<file path="src/hdl/scfd_pkg.sv">
// Shared types, constants and the byte-wise CRC-32 function for the SLIP
// frame decoder. No dependencies; the front, queue, back and top level import it.
`default_nettype none

package scfd_pkg;

    localparam logic [7:0] SLIP_END     = 8'hC0;
    localparam logic [7:0] SLIP_ESC     = 8'hDB;
    localparam logic [7:0] SLIP_ESC_END = 8'hDC;
    localparam logic [7:0] SLIP_ESC_ESC = 8'hDD;

    localparam logic [31:0] CRC_POLY = 32'hEDB88320;
    localparam logic [31:0] CRC_INIT = 32'hFFFFFFFF;

    // Hold line of trailer bytes.
    localparam int HOLD_DEPTH = 4;
    localparam int HOLD_CNT_W = $clog2(HOLD_DEPTH + 1);
    localparam logic [HOLD_CNT_W-1:0] HOLD_FULL = HOLD_CNT_W'(HOLD_DEPTH);

    // Command queue between the front and the back.
    localparam int QDEPTH = 4;
    localparam int QPTR_W = $clog2(QDEPTH);
    localparam int QCNT_W = $clog2(QDEPTH + 1);

    typedef enum logic [2:0] {
        MODE_HUNT  = 3'b001,
        MODE_FRAME = 3'b010,
        MODE_ESC   = 3'b100
    } t_mode;

    typedef enum logic [1:0] {
        OP_PUSH  = 2'd0,
        OP_CLOSE = 2'd1,
        OP_ABORT = 2'd2
    } t_op;

    typedef struct packed {
        t_op        op;
        logic [7:0] data;
    } t_cmd;

    typedef struct packed {
        logic full;
        logic empty;
    } t_qstat;

    // One byte folded into a reflected CRC-32, eight bit steps.
    function automatic logic [31:0] crc_byte(input logic [31:0] crc, input logic [7:0] b);
        logic [31:0] c;
        c = crc ^ {24'd0, b};
        for (int k = 0; k < 8; k++) begin
            c = c[0] ? ((c >> 1) ^ CRC_POLY) : (c >> 1);
        end
        return c;
    endfunction

endpackage

`default_nettype wire

</file>
<file path="src/hdl/scfd_front.sv">
// Front part: SLIP unescaping state machine that turns raw bytes into
// push, close and abort commands. Depends on scfd_pkg.
`default_nettype none

module scfd_front (
    input  wire logic          i_clk,
    input  wire logic          i_rst_n,
    input  wire logic          i_accept,
    input  wire logic [7:0]    i_rx_byte,
    output scfd_pkg::t_cmd     o_cmd,
    output logic               o_cmd_valid
);
    import scfd_pkg::*;

    t_mode r_mode, n_mode;

    always_comb begin
        n_mode      = r_mode;
        o_cmd_valid = 1'b0;
        o_cmd.op    = OP_PUSH;
        o_cmd.data  = i_rx_byte;
        if (i_accept) begin
            case (r_mode)
                MODE_FRAME: begin
                    if (i_rx_byte == SLIP_END) begin
                        o_cmd_valid = 1'b1;
                        o_cmd.op    = OP_CLOSE;
                        n_mode      = MODE_HUNT;
                    end else if (i_rx_byte == SLIP_ESC) begin
                        n_mode = MODE_ESC;
                    end else begin
                        o_cmd_valid = 1'b1;
                    end
                end
                MODE_ESC: begin
                    if (i_rx_byte == SLIP_END) begin
                        // Escape right before END drops the frame silently.
                        o_cmd_valid = 1'b1;
                        o_cmd.op    = OP_ABORT;
                        n_mode      = MODE_HUNT;
                    end else begin
                        n_mode = MODE_FRAME;
                        if (i_rx_byte == SLIP_ESC_END) begin
                            o_cmd_valid = 1'b1;
                            o_cmd.data  = SLIP_END;
                        end else if (i_rx_byte == SLIP_ESC_ESC) begin
                            o_cmd_valid = 1'b1;
                            o_cmd.data  = SLIP_ESC;
                        end
                    end
                end
                default: begin
                    // Frame state is already clear whenever we hunt.
                    n_mode = (i_rx_byte == SLIP_END) ? MODE_FRAME : MODE_HUNT;
                end
            endcase
        end
    end

    always_ff @(posedge i_clk) begin
        if (!i_rst_n) begin
            r_mode <= MODE_HUNT;
        end else begin
            r_mode <= n_mode;
        end
    end

endmodule

`default_nettype wire

</file>
<file path="src/hdl/scfd_queue.sv">
// Short command queue in flip-flops between the front and the back.
// Depends on scfd_pkg.
`default_nettype none

module scfd_queue (
    input  wire logic          i_clk,
    input  wire logic          i_rst_n,
    input  wire logic          i_push,
    input  wire scfd_pkg::t_cmd i_cmd,
    input  wire logic          i_pop,
    output scfd_pkg::t_cmd     o_head,
    output scfd_pkg::t_qstat   o_stat
);
    import scfd_pkg::*;

    t_cmd              r_mem [QDEPTH];
    logic [QPTR_W-1:0] r_wptr, r_rptr;
    logic [QCNT_W-1:0] r_cnt, n_cnt;

    assign o_stat.full  = (r_cnt == QCNT_W'(QDEPTH));
    assign o_stat.empty = (r_cnt == '0);
    assign o_head       = r_mem[r_rptr];

    always_comb begin
        n_cnt = r_cnt;
        if (i_push && !i_pop) begin
            n_cnt = r_cnt + 1'b1;
        end else if (!i_push && i_pop) begin
            n_cnt = r_cnt - 1'b1;
        end
    end

    always_ff @(posedge i_clk) begin
        if (!i_rst_n) begin
            r_wptr <= '0;
            r_rptr <= '0;
            r_cnt  <= '0;
        end else begin
            if (i_push) begin
                r_wptr <= r_wptr + 1'b1;
            end
            if (i_pop) begin
                r_rptr <= r_rptr + 1'b1;
            end
            r_cnt <= n_cnt;
        end
    end

    always_ff @(posedge i_clk) begin
        if (i_push) begin
            r_mem[r_wptr] <= i_cmd;
        end
    end

endmodule

`default_nettype wire

</file>
<file path="src/hdl/scfd_back.sv">
// Back part: trailer hold line, running CRC-32 and the output register.
// Executes queued commands. Depends on scfd_pkg.
`default_nettype none

module scfd_back (
    input  wire logic          i_clk,
    input  wire logic          i_rst_n,
    input  wire scfd_pkg::t_cmd   i_head,
    input  wire scfd_pkg::t_qstat i_qstat,
    output logic               o_pop,
    output logic               o_valid,
    input  wire logic          i_ready,
    output logic               o_out_kind,
    output logic [7:0]         o_out_byte,
    output logic               o_frame_good
);
    import scfd_pkg::*;

    logic [7:0]            r_hold [HOLD_DEPTH];
    logic [HOLD_CNT_W-1:0] r_cnt;
    logic [31:0]           r_crc;
    logic                  r_out_valid;
    logic                  r_kind, n_kind;
    logic [7:0]            r_byte, n_byte;
    logic                  r_good, n_good;
    logic                  emit;
    logic [31:0]           trailer;

    assign o_pop = !i_qstat.empty && (!r_out_valid || i_ready);
    assign trailer = {r_hold[3], r_hold[2], r_hold[1], r_hold[0]};

    always_comb begin
        emit   = 1'b0;
        n_kind = 1'b0;
        n_byte = r_hold[0];
        n_good = 1'b0;
        case (i_head.op)
            OP_PUSH: begin
                emit = (r_cnt == HOLD_FULL);
            end
            OP_CLOSE: begin
                emit   = (r_cnt != '0);
                n_kind = 1'b1;
                n_byte = 8'd0;
                n_good = (r_cnt == HOLD_FULL) && (trailer == ~r_crc);
            end
            default: begin
                emit = 1'b0;
            end
        endcase
    end

    always_ff @(posedge i_clk) begin
        if (!i_rst_n) begin
            r_out_valid <= 1'b0;
            r_cnt       <= '0;
            r_crc       <= CRC_INIT;
            for (int i = 0; i < HOLD_DEPTH; i++) begin
                r_hold[i] <= 8'd0;
            end
        end else begin
            if (o_pop) begin
                r_out_valid <= emit;
            end else if (i_ready) begin
                r_out_valid <= 1'b0;
            end
            if (o_pop) begin
                if (i_head.op == OP_PUSH) begin
                    if (r_cnt == HOLD_FULL) begin
                        r_crc <= crc_byte(r_crc, r_hold[0]);
                        for (int i = 0; i < HOLD_DEPTH - 1; i++) begin
                            r_hold[i] <= r_hold[i+1];
                        end
                        r_hold[HOLD_DEPTH-1] <= i_head.data;
                    end else begin
                        r_hold[r_cnt[HOLD_CNT_W-2:0]] <= i_head.data;
                        r_cnt <= r_cnt + 1'b1;
                    end
                end else begin
                    r_cnt <= '0;
                    r_crc <= CRC_INIT;
                    for (int i = 0; i < HOLD_DEPTH; i++) begin
                        r_hold[i] <= 8'd0;
                    end
                end
            end
        end
    end

    always_ff @(posedge i_clk) begin
        if (o_pop && emit) begin
            r_kind <= n_kind;
            r_byte <= n_byte;
            r_good <= n_good;
        end
    end

    assign o_valid      = r_out_valid;
    assign o_out_kind   = r_kind;
    assign o_out_byte   = r_byte;
    assign o_frame_good = r_good;

endmodule

`default_nettype wire

</file>
<file path="src/hdl/slip_crc_frame_decoder.sv">
// Top level of the SLIP frame decoder with CRC-32 trailer check.
// Depends on scfd_pkg, scfd_front, scfd_queue and scfd_back.
//
// Usage: the input channel (i_valid, o_ready, i_rx_byte) takes one raw
// serial byte per word. The block hunts for an END byte that opens a frame,
// undoes SLIP escaping, and passes decoded bytes through a four-byte hold
// line. Each byte that leaves the hold line goes out as a payload word
// (o_out_kind 0) and is folded into a reflected CRC-32. At a closing END of
// a non-empty frame a status word (o_out_kind 1) reports in o_frame_good
// whether the frame had at least four bytes and its last four bytes, read
// little-endian, equal the CRC. Payload is streamed, so the receiver drops
// the payload of a frame whose status is bad. An escape right before END
// aborts the frame with no status word.
// An accepted byte's command is queued, then its result word registered.
// The block takes one byte per cycle while o_ready is high; the unescaper,
// the byte-wide CRC update and the output register each handle one word a
// cycle while the receiver is ready. A four-entry command queue separates
// the unescaper from the CRC back end; o_ready drops only when that queue
// is full, which happens when the receiver holds i_ready low long enough.
// A stalled result holds in the output register.
// Reset (i_rst_n low, synchronous) returns to hunting, empties the queue,
// clears the hold line and presets the CRC; no result is valid after it.
`default_nettype none

module slip_crc_frame_decoder (
    input  wire logic       i_clk,
    input  wire logic       i_rst_n,
    input  wire logic       i_valid,
    output logic            o_ready,
    input  wire logic [7:0] i_rx_byte,
    output logic            o_valid,
    input  wire logic       i_ready,
    output logic            o_out_kind,
    output logic [7:0]      o_out_byte,
    output logic            o_frame_good
);
    import scfd_pkg::*;

    t_cmd   front_cmd;
    logic   front_cmd_valid;
    t_cmd   q_head;
    t_qstat q_stat;
    logic   q_pop;
    logic   in_accept;

    // The front only needs room in the queue to take a byte.
    assign o_ready   = !q_stat.full;
    assign in_accept = i_valid && o_ready;

    scfd_front u_front (
        .i_clk       (i_clk),
        .i_rst_n     (i_rst_n),
        .i_accept    (in_accept),
        .i_rx_byte   (i_rx_byte),
        .o_cmd       (front_cmd),
        .o_cmd_valid (front_cmd_valid)
    );

    scfd_queue u_queue (
        .i_clk   (i_clk),
        .i_rst_n (i_rst_n),
        .i_push  (front_cmd_valid),
        .i_cmd   (front_cmd),
        .i_pop   (q_pop),
        .o_head  (q_head),
        .o_stat  (q_stat)
    );

    // The back pops a command whenever the queue is not empty and its output register is free or
    // being emptied this cycle.
    scfd_back u_back (
        .i_clk        (i_clk),
        .i_rst_n      (i_rst_n),
        .i_head       (q_head),
        .i_qstat      (q_stat),
        .o_pop        (q_pop),
        .o_valid      (o_valid),
        .i_ready      (i_ready),
        .o_out_kind   (o_out_kind),
        .o_out_byte   (o_out_byte),
        .o_frame_good (o_frame_good)
    );

endmodule

`default_nettype wire

</file>
<file path="config.mk">
export PLATFORM = sky130hd
export DESIGN_NAME = slip_crc_frame_decoder
export DESIGN_NICKNAME = d
export VERILOG_FILES = /design/src/hdl/scfd_pkg.sv /design/src/hdl/scfd_front.sv /design/src/hdl/scfd_queue.sv /design/src/hdl/scfd_back.sv /design/src/hdl/slip_crc_frame_decoder.sv
export SDC_FILE = /design/constraint.sdc
export NUM_CORES = 1
export LEC_CHECK = 0
export ABC_AREA = 1
export BUFFER_PORTS_ARGS = -buffer_cell sky130_fd_sc_hd__buf_2
export CORE_MARGIN = 1
export CORE_UTILIZATION = 30
export CTS_CLUSTER_DIAMETER = 100
export CTS_CLUSTER_SIZE = 28
export DETAILED_ROUTE_END_ITERATION = 6
export PLACE_DENSITY = 0.46
export SLEW_MARGIN = 20
export SYNTH_ARGS = -nofsm -noshare
export SYNTH_HDL_FRONTEND = slang
export SYNTH_SLANG_ARGS = --single-unit
</file>
<file path="constraint.sdc">
create_clock -name i_clk -period 2.2 [get_ports i_clk]
set_input_delay 0.22 -clock i_clk [delete_from_list [all_inputs] [get_ports i_clk]]
set_output_delay 0.22 -clock i_clk [all_outputs]
set_load 0.01 [all_outputs]
</file>
# Word level (Yosys, flattened, before mapping)
# Memory sizes are Yosys's and may differ from the RTL's. A register that Yosys moved wholly into a read port is not among the register bits.
# Index checks and enable logic that the tools add are counted.
[totals] register_bits=56 memories=2 word_cells=137 mem_bits_rw=72
[memory_table] name="u_queue.r_mem" depth=4 word_bits=10 read_ports=1 rd_clocked_by_memory_dff=1 write_ports=1 line_no="scfd_queue.sv:16" rtl="t_cmd r_mem [QDEPTH];"
[memory_table] name="u_back.r_hold" depth=4 word_bits=8 read_ports=4 rd_clocked_by_memory_dff=0 write_ports=4 line_no="scfd_back.sv:19" rtl="logic [7:0] r_hold [HOLD_DEPTH];"
[classes] addsub=5 bitwise=18 eq_ne=13 mux=68 n_reduce_logical=21
[ops] op="2-to-1 mux 32 bit" n=10
[ops] op="inverter 13 -> 14 bit" n=8
[ops] op="2-to-1 mux 8 bit" n=13
[ops] op="== test 32 bit" n=1
[ops] op="== test 8 bit (second input constant)" n=4
[ops] op="inverter 32 bit" n=1
[ops] op="bitwise XOR 32 x 8 -> 32 bit" n=1
[ops] op="2-to-1 mux 1 bit" n=28
[ops] op="2-to-1 mux 3 bit" n=6
[ops] op="2-to-1 mux 2 bit" n=6
[ops] op="2-to-1 mux 10 bit" n=1
[ops] op="== test 3 bit (second input constant)" n=3
[ops] op="bitwise OR 1 bit" n=8
[ops] op="OR reduction 8 bit" n=1
[ops] op="adder 3 x 1 -> 3 bit (second input constant)" n=2
[ops] op="logical AND 1 bit" n=6
[ops] op="case mux 3 bit (2 select lines)" n=1
[ops] op="AND reduction 2 bit" n=3
[ops] op="logical NOT 1 bit" n=5
[ops] op="adder 2 x 1 -> 2 bit (second input constant)" n=2
[ops] op="case mux 1 bit (2 select lines)" n=2
[ops] op="case mux 2 bit (2 select lines)" n=1
[ops] op="nonzero test 2 bit" n=2
[ops] op="== test 3 x 2 -> 1 bit (second input constant)" n=1
[ops] op="9 further kinds" n=9

# Logic depth before layout (Yosys ltp)
# An unclocked memory read counts as a cell.
[logic_depth] ltp_word=20 ltp_mapped=14 depth_no_buf=14

# Cells and area by module
# From an unflattened synthesis, not the netlist that was laid out.
[unflattened] hier_cells=851 area_unflattened_um2=7073.0
[by_module_without_submodules] mod="scfd_back" seq_area_each_um2=1981.9 instances=1 area_per_inst_um2=4758.3 cells_per_inst=623
[by_module_without_submodules] mod="scfd_queue" seq_area_each_um2=1381.3 instances=1 area_per_inst_um2=1938.1 cells_per_inst=155
[by_module_without_submodules] mod="scfd_front" seq_area_each_um2=60.1 instances=1 area_per_inst_um2=362.8 cells_per_inst=70
[by_module_without_submodules] mod="slip_crc_frame_decoder" seq_area_each_um2=0.0 instances=1 area_per_inst_um2=13.8 cells_per_inst=3

# Worst setup path after synthesis
# OpenSTA, ideal clock, no wires.
[synth_timing] path_kind="reg-to-reg" startpoint="register u_back.r_cnt[0]" endpoint="memory u_back.r_hold[0][0], enable pin" period_less_slack_ns=2.298 path_stages_with_launch=8 setup_time_ns=0.384 t_arrival_ns=1.914 path_buffers=0 setup_slack_ns=-0.098 path_cell_list="dfxtp_1 -> clkinv_1 -> ha_1 -> nand2_1 -> inv_1 -> nand3_4 -> nand3_2 -> o21ai_0"
[synth_rtl] item="from (decl)" line_no="scfd_back.sv:20" rtl="logic [HOLD_CNT_W-1:0] r_cnt;"
[synth_rtl] item="from (signal assigned)" line_no="scfd_back.sv:77" rtl="r_cnt <= r_cnt + 1'b1;"
[synth_rtl] item="to (decl)" line_no="scfd_back.sv:19"

# Worst setup path after layout
[layout_timing] startpoint="register u_front.r_mode[1]" endpoint="register u_queue.r_cnt[2]"
[layout_between] elab_chain_len=6 word_cells_on_any_way=9 classes_between="2 x eq/ne; 3 x mux; 4 x reduce/logical"
[layout_lines] item="from (decl)" line_no="scfd_front.sv:15" rtl="t_mode r_mode, n_mode;"
[layout_lines] item="from (signal assigned)" line_no="scfd_front.sv:64" rtl="r_mode <= n_mode;"
[layout_lines] item="== test 3 bit or == test 3 x 2 -> 1 bit (tied branches)" line_no="scfd_front.sv:23" rtl="case (r_mode)"
[layout_lines] item="case mux 1 bit (2 select lines) *" line_no="scfd_front.sv:23"
[layout_lines] item="2-to-1 mux 1 bit *" line_no="scfd_front.sv:22" rtl="if (i_accept) begin"
[layout_lines] item="via front_cmd_valid" line_no="slip_crc_frame_decoder.sv:40" rtl="logic front_cmd_valid;"
[layout_lines] item="logical NOT 1 bit" line_no="scfd_queue.sv:28" rtl="end else if (!i_push && i_pop) begin"
[layout_lines] item="logical AND 1 bit" line_no="scfd_queue.sv:28"
[layout_lines] item="nonzero test 2 bit (no line)"
[layout_lines] item="to (signal assigned)" line_no="scfd_queue.sv:45" rtl="r_cnt <= n_cnt;"
[layout_lines] item="to (decl)" line_no="scfd_queue.sv:18" rtl="logic [QCNT_W-1:0] r_cnt, n_cnt;"
# The timed path passes the listed nets; every way through them passes the cells marked *.
# A chain may end at the register's enable or synchronous reset.

==> impl_metrics.env <==
export IMPL_cellLeakagePower_nw=4.09
export IMPL_initial_utilization=0.306
export IMPL_cp_capture_type="flip-flop"
export IMPL_power_share_clock=0.251
export IMPL_tritoncts_num_sinks=130
export IMPL_dieHeight_um=157
export IMPL_setup_worst_path_class="flip-flop to flip-flop"
export IMPL_vdd_ir_drop_max_uv=586
export IMPL_cellPowerDensity_nw_per_um2=1380
export IMPL_gp_congestion=0.822
export IMPL_cts_made_buffers=17
export IMPL_hold_start="i_rx_byte[7]"
export IMPL_worst_ep_arrival_time_ns=2.36
export IMPL_first_pass_iters=5
export IMPL_seqPwrFrac=0.287
export IMPL_clock_fmax_ghz=0.487
export IMPL_drt_iter0_markers=316
export IMPL_maxCapViolations=0
export IMPL_dpl_hpwl_um=15800
export IMPL_placement_rows=56
export IMPL_cts_hold_buffers_added=0
export IMPL_p_sw_frac=0.444
export IMPL_post_place_cell_area_um2=8050
export IMPL_first_global_vias=5875
export IMPL_num_fill_cells=2498
export IMPL_per_cell_via_count_in_the_routed_design=4.56
export IMPL_hold_class="primary input to flip-flop"
export IMPL_period_minus_slack_ns=2.05
export IMPL_dr_drc_count=0
export IMPL_cts_htree_levels=4
export IMPL_overflow=0
export IMPL_p_switching_mw=5.30
export IMPL_antenna_found_initial=0
export IMPL_yosys_register_bits=130
export IMPL_layout_common_cells="sky130_fd_sc_hd__nand2_1, sky130_fd_sc_hd__nor2_1, sky130_fd_sc_hd__inv_1"
export IMPL_status="completed"
export IMPL_final_cell_area_um2=8670
export IMPL_layout_drive_gt1_share=0.140
export IMPL_reg2reg_from="u_front.r_mode[1]"
export IMPL_dieArea_um2=24600
export IMPL_skew_ns=0.0131
export IMPL_numPortBuffers=23
export IMPL_utilization=0.368
export IMPL_cts_tree="built"
export IMPL_num_io_pins=24
export IMPL_track_usage=0.180
export IMPL_drt_wirelength_per_cell_um=15.3
export IMPL_netlist_instances=957
export IMPL_finalNetCount=1056
export IMPL_insertedDiodeCount=0
export IMPL_layout_commonest_cell="sky130_fd_sc_hd__nand2_1"
export IMPL_final_hold_viol_count=0
export IMPL_avgSynthCellArea_um2=7.53
export IMPL_syn_num_nets=980
export IMPL_final_report_max_slew_violation_count=0
export IMPL_cts_buffer_depth=2
export IMPL_grt_pass1_wl_um=32900
export IMPL_clkSlewWorstSetupHoldPaths_ns=0.07
export IMPL_syn_to_final_growth_pct=20.4
export IMPL_number_of_synthesis_warnings=0
export IMPL_timing_critical_path_from_type="flip-flop"
export IMPL_grt_start_max_net_pins=39
export IMPL_post_synth_instance_area_um2=7210
export IMPL_cts_root_buf="sky130_fd_sc_hd__clkbuf_16"
export IMPL_min_period_over_period=0.933
export IMPL_routed_via_count=6218
export IMPL_timing_worst_slew_pin_value_ns=0.499
export IMPL_portion_of_the_post_synthesis_area_used_by_sequential_elements=0.475
export IMPL_p_comb_frac=0.463
export IMPL_coreArea_um2=23500
export IMPL_timing_slew_headroom=0.667
export IMPL_wl_um=20800
export IMPL_cp_startpoint="u_front.r_mode[1]"
export IMPL_floorplan_die_width_um=157
export IMPL_drtAntennaViolNets=0
export IMPL_yosys_cell_types_count=41
export IMPL_internal_pwr_total_mw=6.63
export IMPL_finalSetupViolCount=0
export IMPL_clk_insertion_delay_late_ns=0.43
export IMPL_worst_endpoint_required_ns=2.51
export IMPL_critical_path_max_fanout=3
-- path summary, 6_finish.rpt --
path              cells past startpoint  slack (ns)                  end
hold / removal                        2        0.09  u_queue.r_mem[1][7]
setup / recovery                     13        0.15     u_queue.r_cnt[2]
hold reg to reg                       2        0.46    u_queue.r_rptr[1]
setup reg to reg                     13        0.15     u_queue.r_cnt[2]
-- power by group through the flow --
| stage | combinational, mW | clock (mW) | sequential [mW] |
|---|---|---|---|
| 6_report | 5.52 | 2.99 | 3.42 |
| 5_1_grt | 6.28 | 3.15 | 3.47 |
| 4_1_cts | 5.55 | 3.04 | 3.42 |
| 3_5_place_dp | 5.52 | 0 | 3.47 |
| 3_3_place_gp | 5.51 | 0 | 3.47 |
| 2_1_floorplan | 3.81 | 0 | 3.33 |
-- layout make-up --
type                            instances  area [um2]  area share
Multi-Input combinational cell        707        3300       0.380
Timing Repair Buffer                   83         591      0.0681
Inverter                               94         353      0.0407
Clock inverter                         15         183      0.0211
Sequential cell                       130        3420       0.395
Clock buffer                           17         425      0.0490
Tap cell                              319         399      0.0460
-- timing repair --
item,CTS,global route
buffers inserted,0,0
hold endpoints to repair,0,0
setup endpoints to repair,0,1
resized for setup,0,7
-- worst max-delay path: stages, from the launching register on --
cell and delay (ns):
sky130_fd_sc_hd__dfxtp_1 0.31, sky130_fd_sc_hd__inv_1 0.09, sky130_fd_sc_hd__nand3_2 0.12, sky130_fd_sc_hd__buf_4 0.15, sky130_fd_sc_hd__a21oi_2 0.12, sky130_fd_sc_hd__nand2_1 0.08, sky130_fd_sc_hd__inv_1 0.08, sky130_fd_sc_hd__ha_1 0.14
sky130_fd_sc_hd__inv_1 0.07, sky130_fd_sc_hd__fa_2 0.35, sky130_fd_sc_hd__a21oi_2 0.14, sky130_fd_sc_hd__o21ai_1 0.09, sky130_fd_sc_hd__o21ai_1 0.13, sky130_fd_sc_hd__a21oi_1 0.05
-- Yosys cell counts, drive strengths merged --
library cell,n,area (um2)
inv,92,345
nor3,6,35.0
nor2,97,387
a22oi,1,7.51
o2111ai,1,8.76
edfxtp,82,2460
nand2b,2,12.5
o21a,1,7.51
ha,10,125
o211ai,1,7.51
buf,19,133
fa,1,20.0
dfxtp,48,961
nand3,82,438
nand2,376,1430
nor4,1,6.26
clkinv,2,7.51
nor3b,1,7.51
a22o,1,8.76
o21ai,49,249
o22ai,13,81.3
or2,2,12.5
nand3b,1,7.51
clkbuf,7,26.3
a211oi,1,7.51
xor2,24,210
nand4,4,25.0
a21oi,30,161
xnor2,2,17.5
-- flip-flops by register name (all words and copies together) (netlist names), 2 cells and up, named ones only --
signal	count
u_back.r_hold	32
u_queue.r_mem	40
u_back.r_crc	32
u_back.o_out_byte	8
u_queue.r_rptr	2
u_queue.r_wptr	2
u_back.r_cnt	3
u_queue.r_cnt	3
u_front.r_mode	3
-- per-layer routing --
layer | track usage | vias up | share of wire
li1 | - | 3237 | -
met1 | 0.226 | 2858 | 0.47
met2 | 0.314 | 104 | 0.49
met3 | 0.0317 | 19 | 0.030
met4 | 0.0495 | 0 | 0.013
met5 | 0 | - | 0
-- cells by family (layout without fill, tap and decap cells) --
| kind of cell | after synthesis | count (layout) | share of synthesized area |
|---|---|---|---|
| compound gates | 98 | 98 | 0.0748 |
| xor+xnor | 26 | 26 | 0.0316 |
| fa+ha+maj | 11 | 11 | 0.0201 |
| buf+inv | 120 | 209 | 0.0710 |
| flops | 130 | 130 | 0.475 |
| simple gates | 572 | 572 | 0.327 |
-- stage by stage --
stage	setup WS, ns	hold WS (ns)	setup TNS (ns)	std cells	total power [mW]
CTS	0.00961	0.0775	0	1365	12.0
global route	-0.00920	0.0806	-0.00920	1365	12.9
detailed placement	-0.120	0.452	-0.120	1333	8.99
floorplan	0.00479	0.432	0	957	7.14
finish	0.148	0.0920	0	1365	11.9
global placement	-0.122	0.455	-0.122	1333	8.97
(Power assumes the default switching activity.)
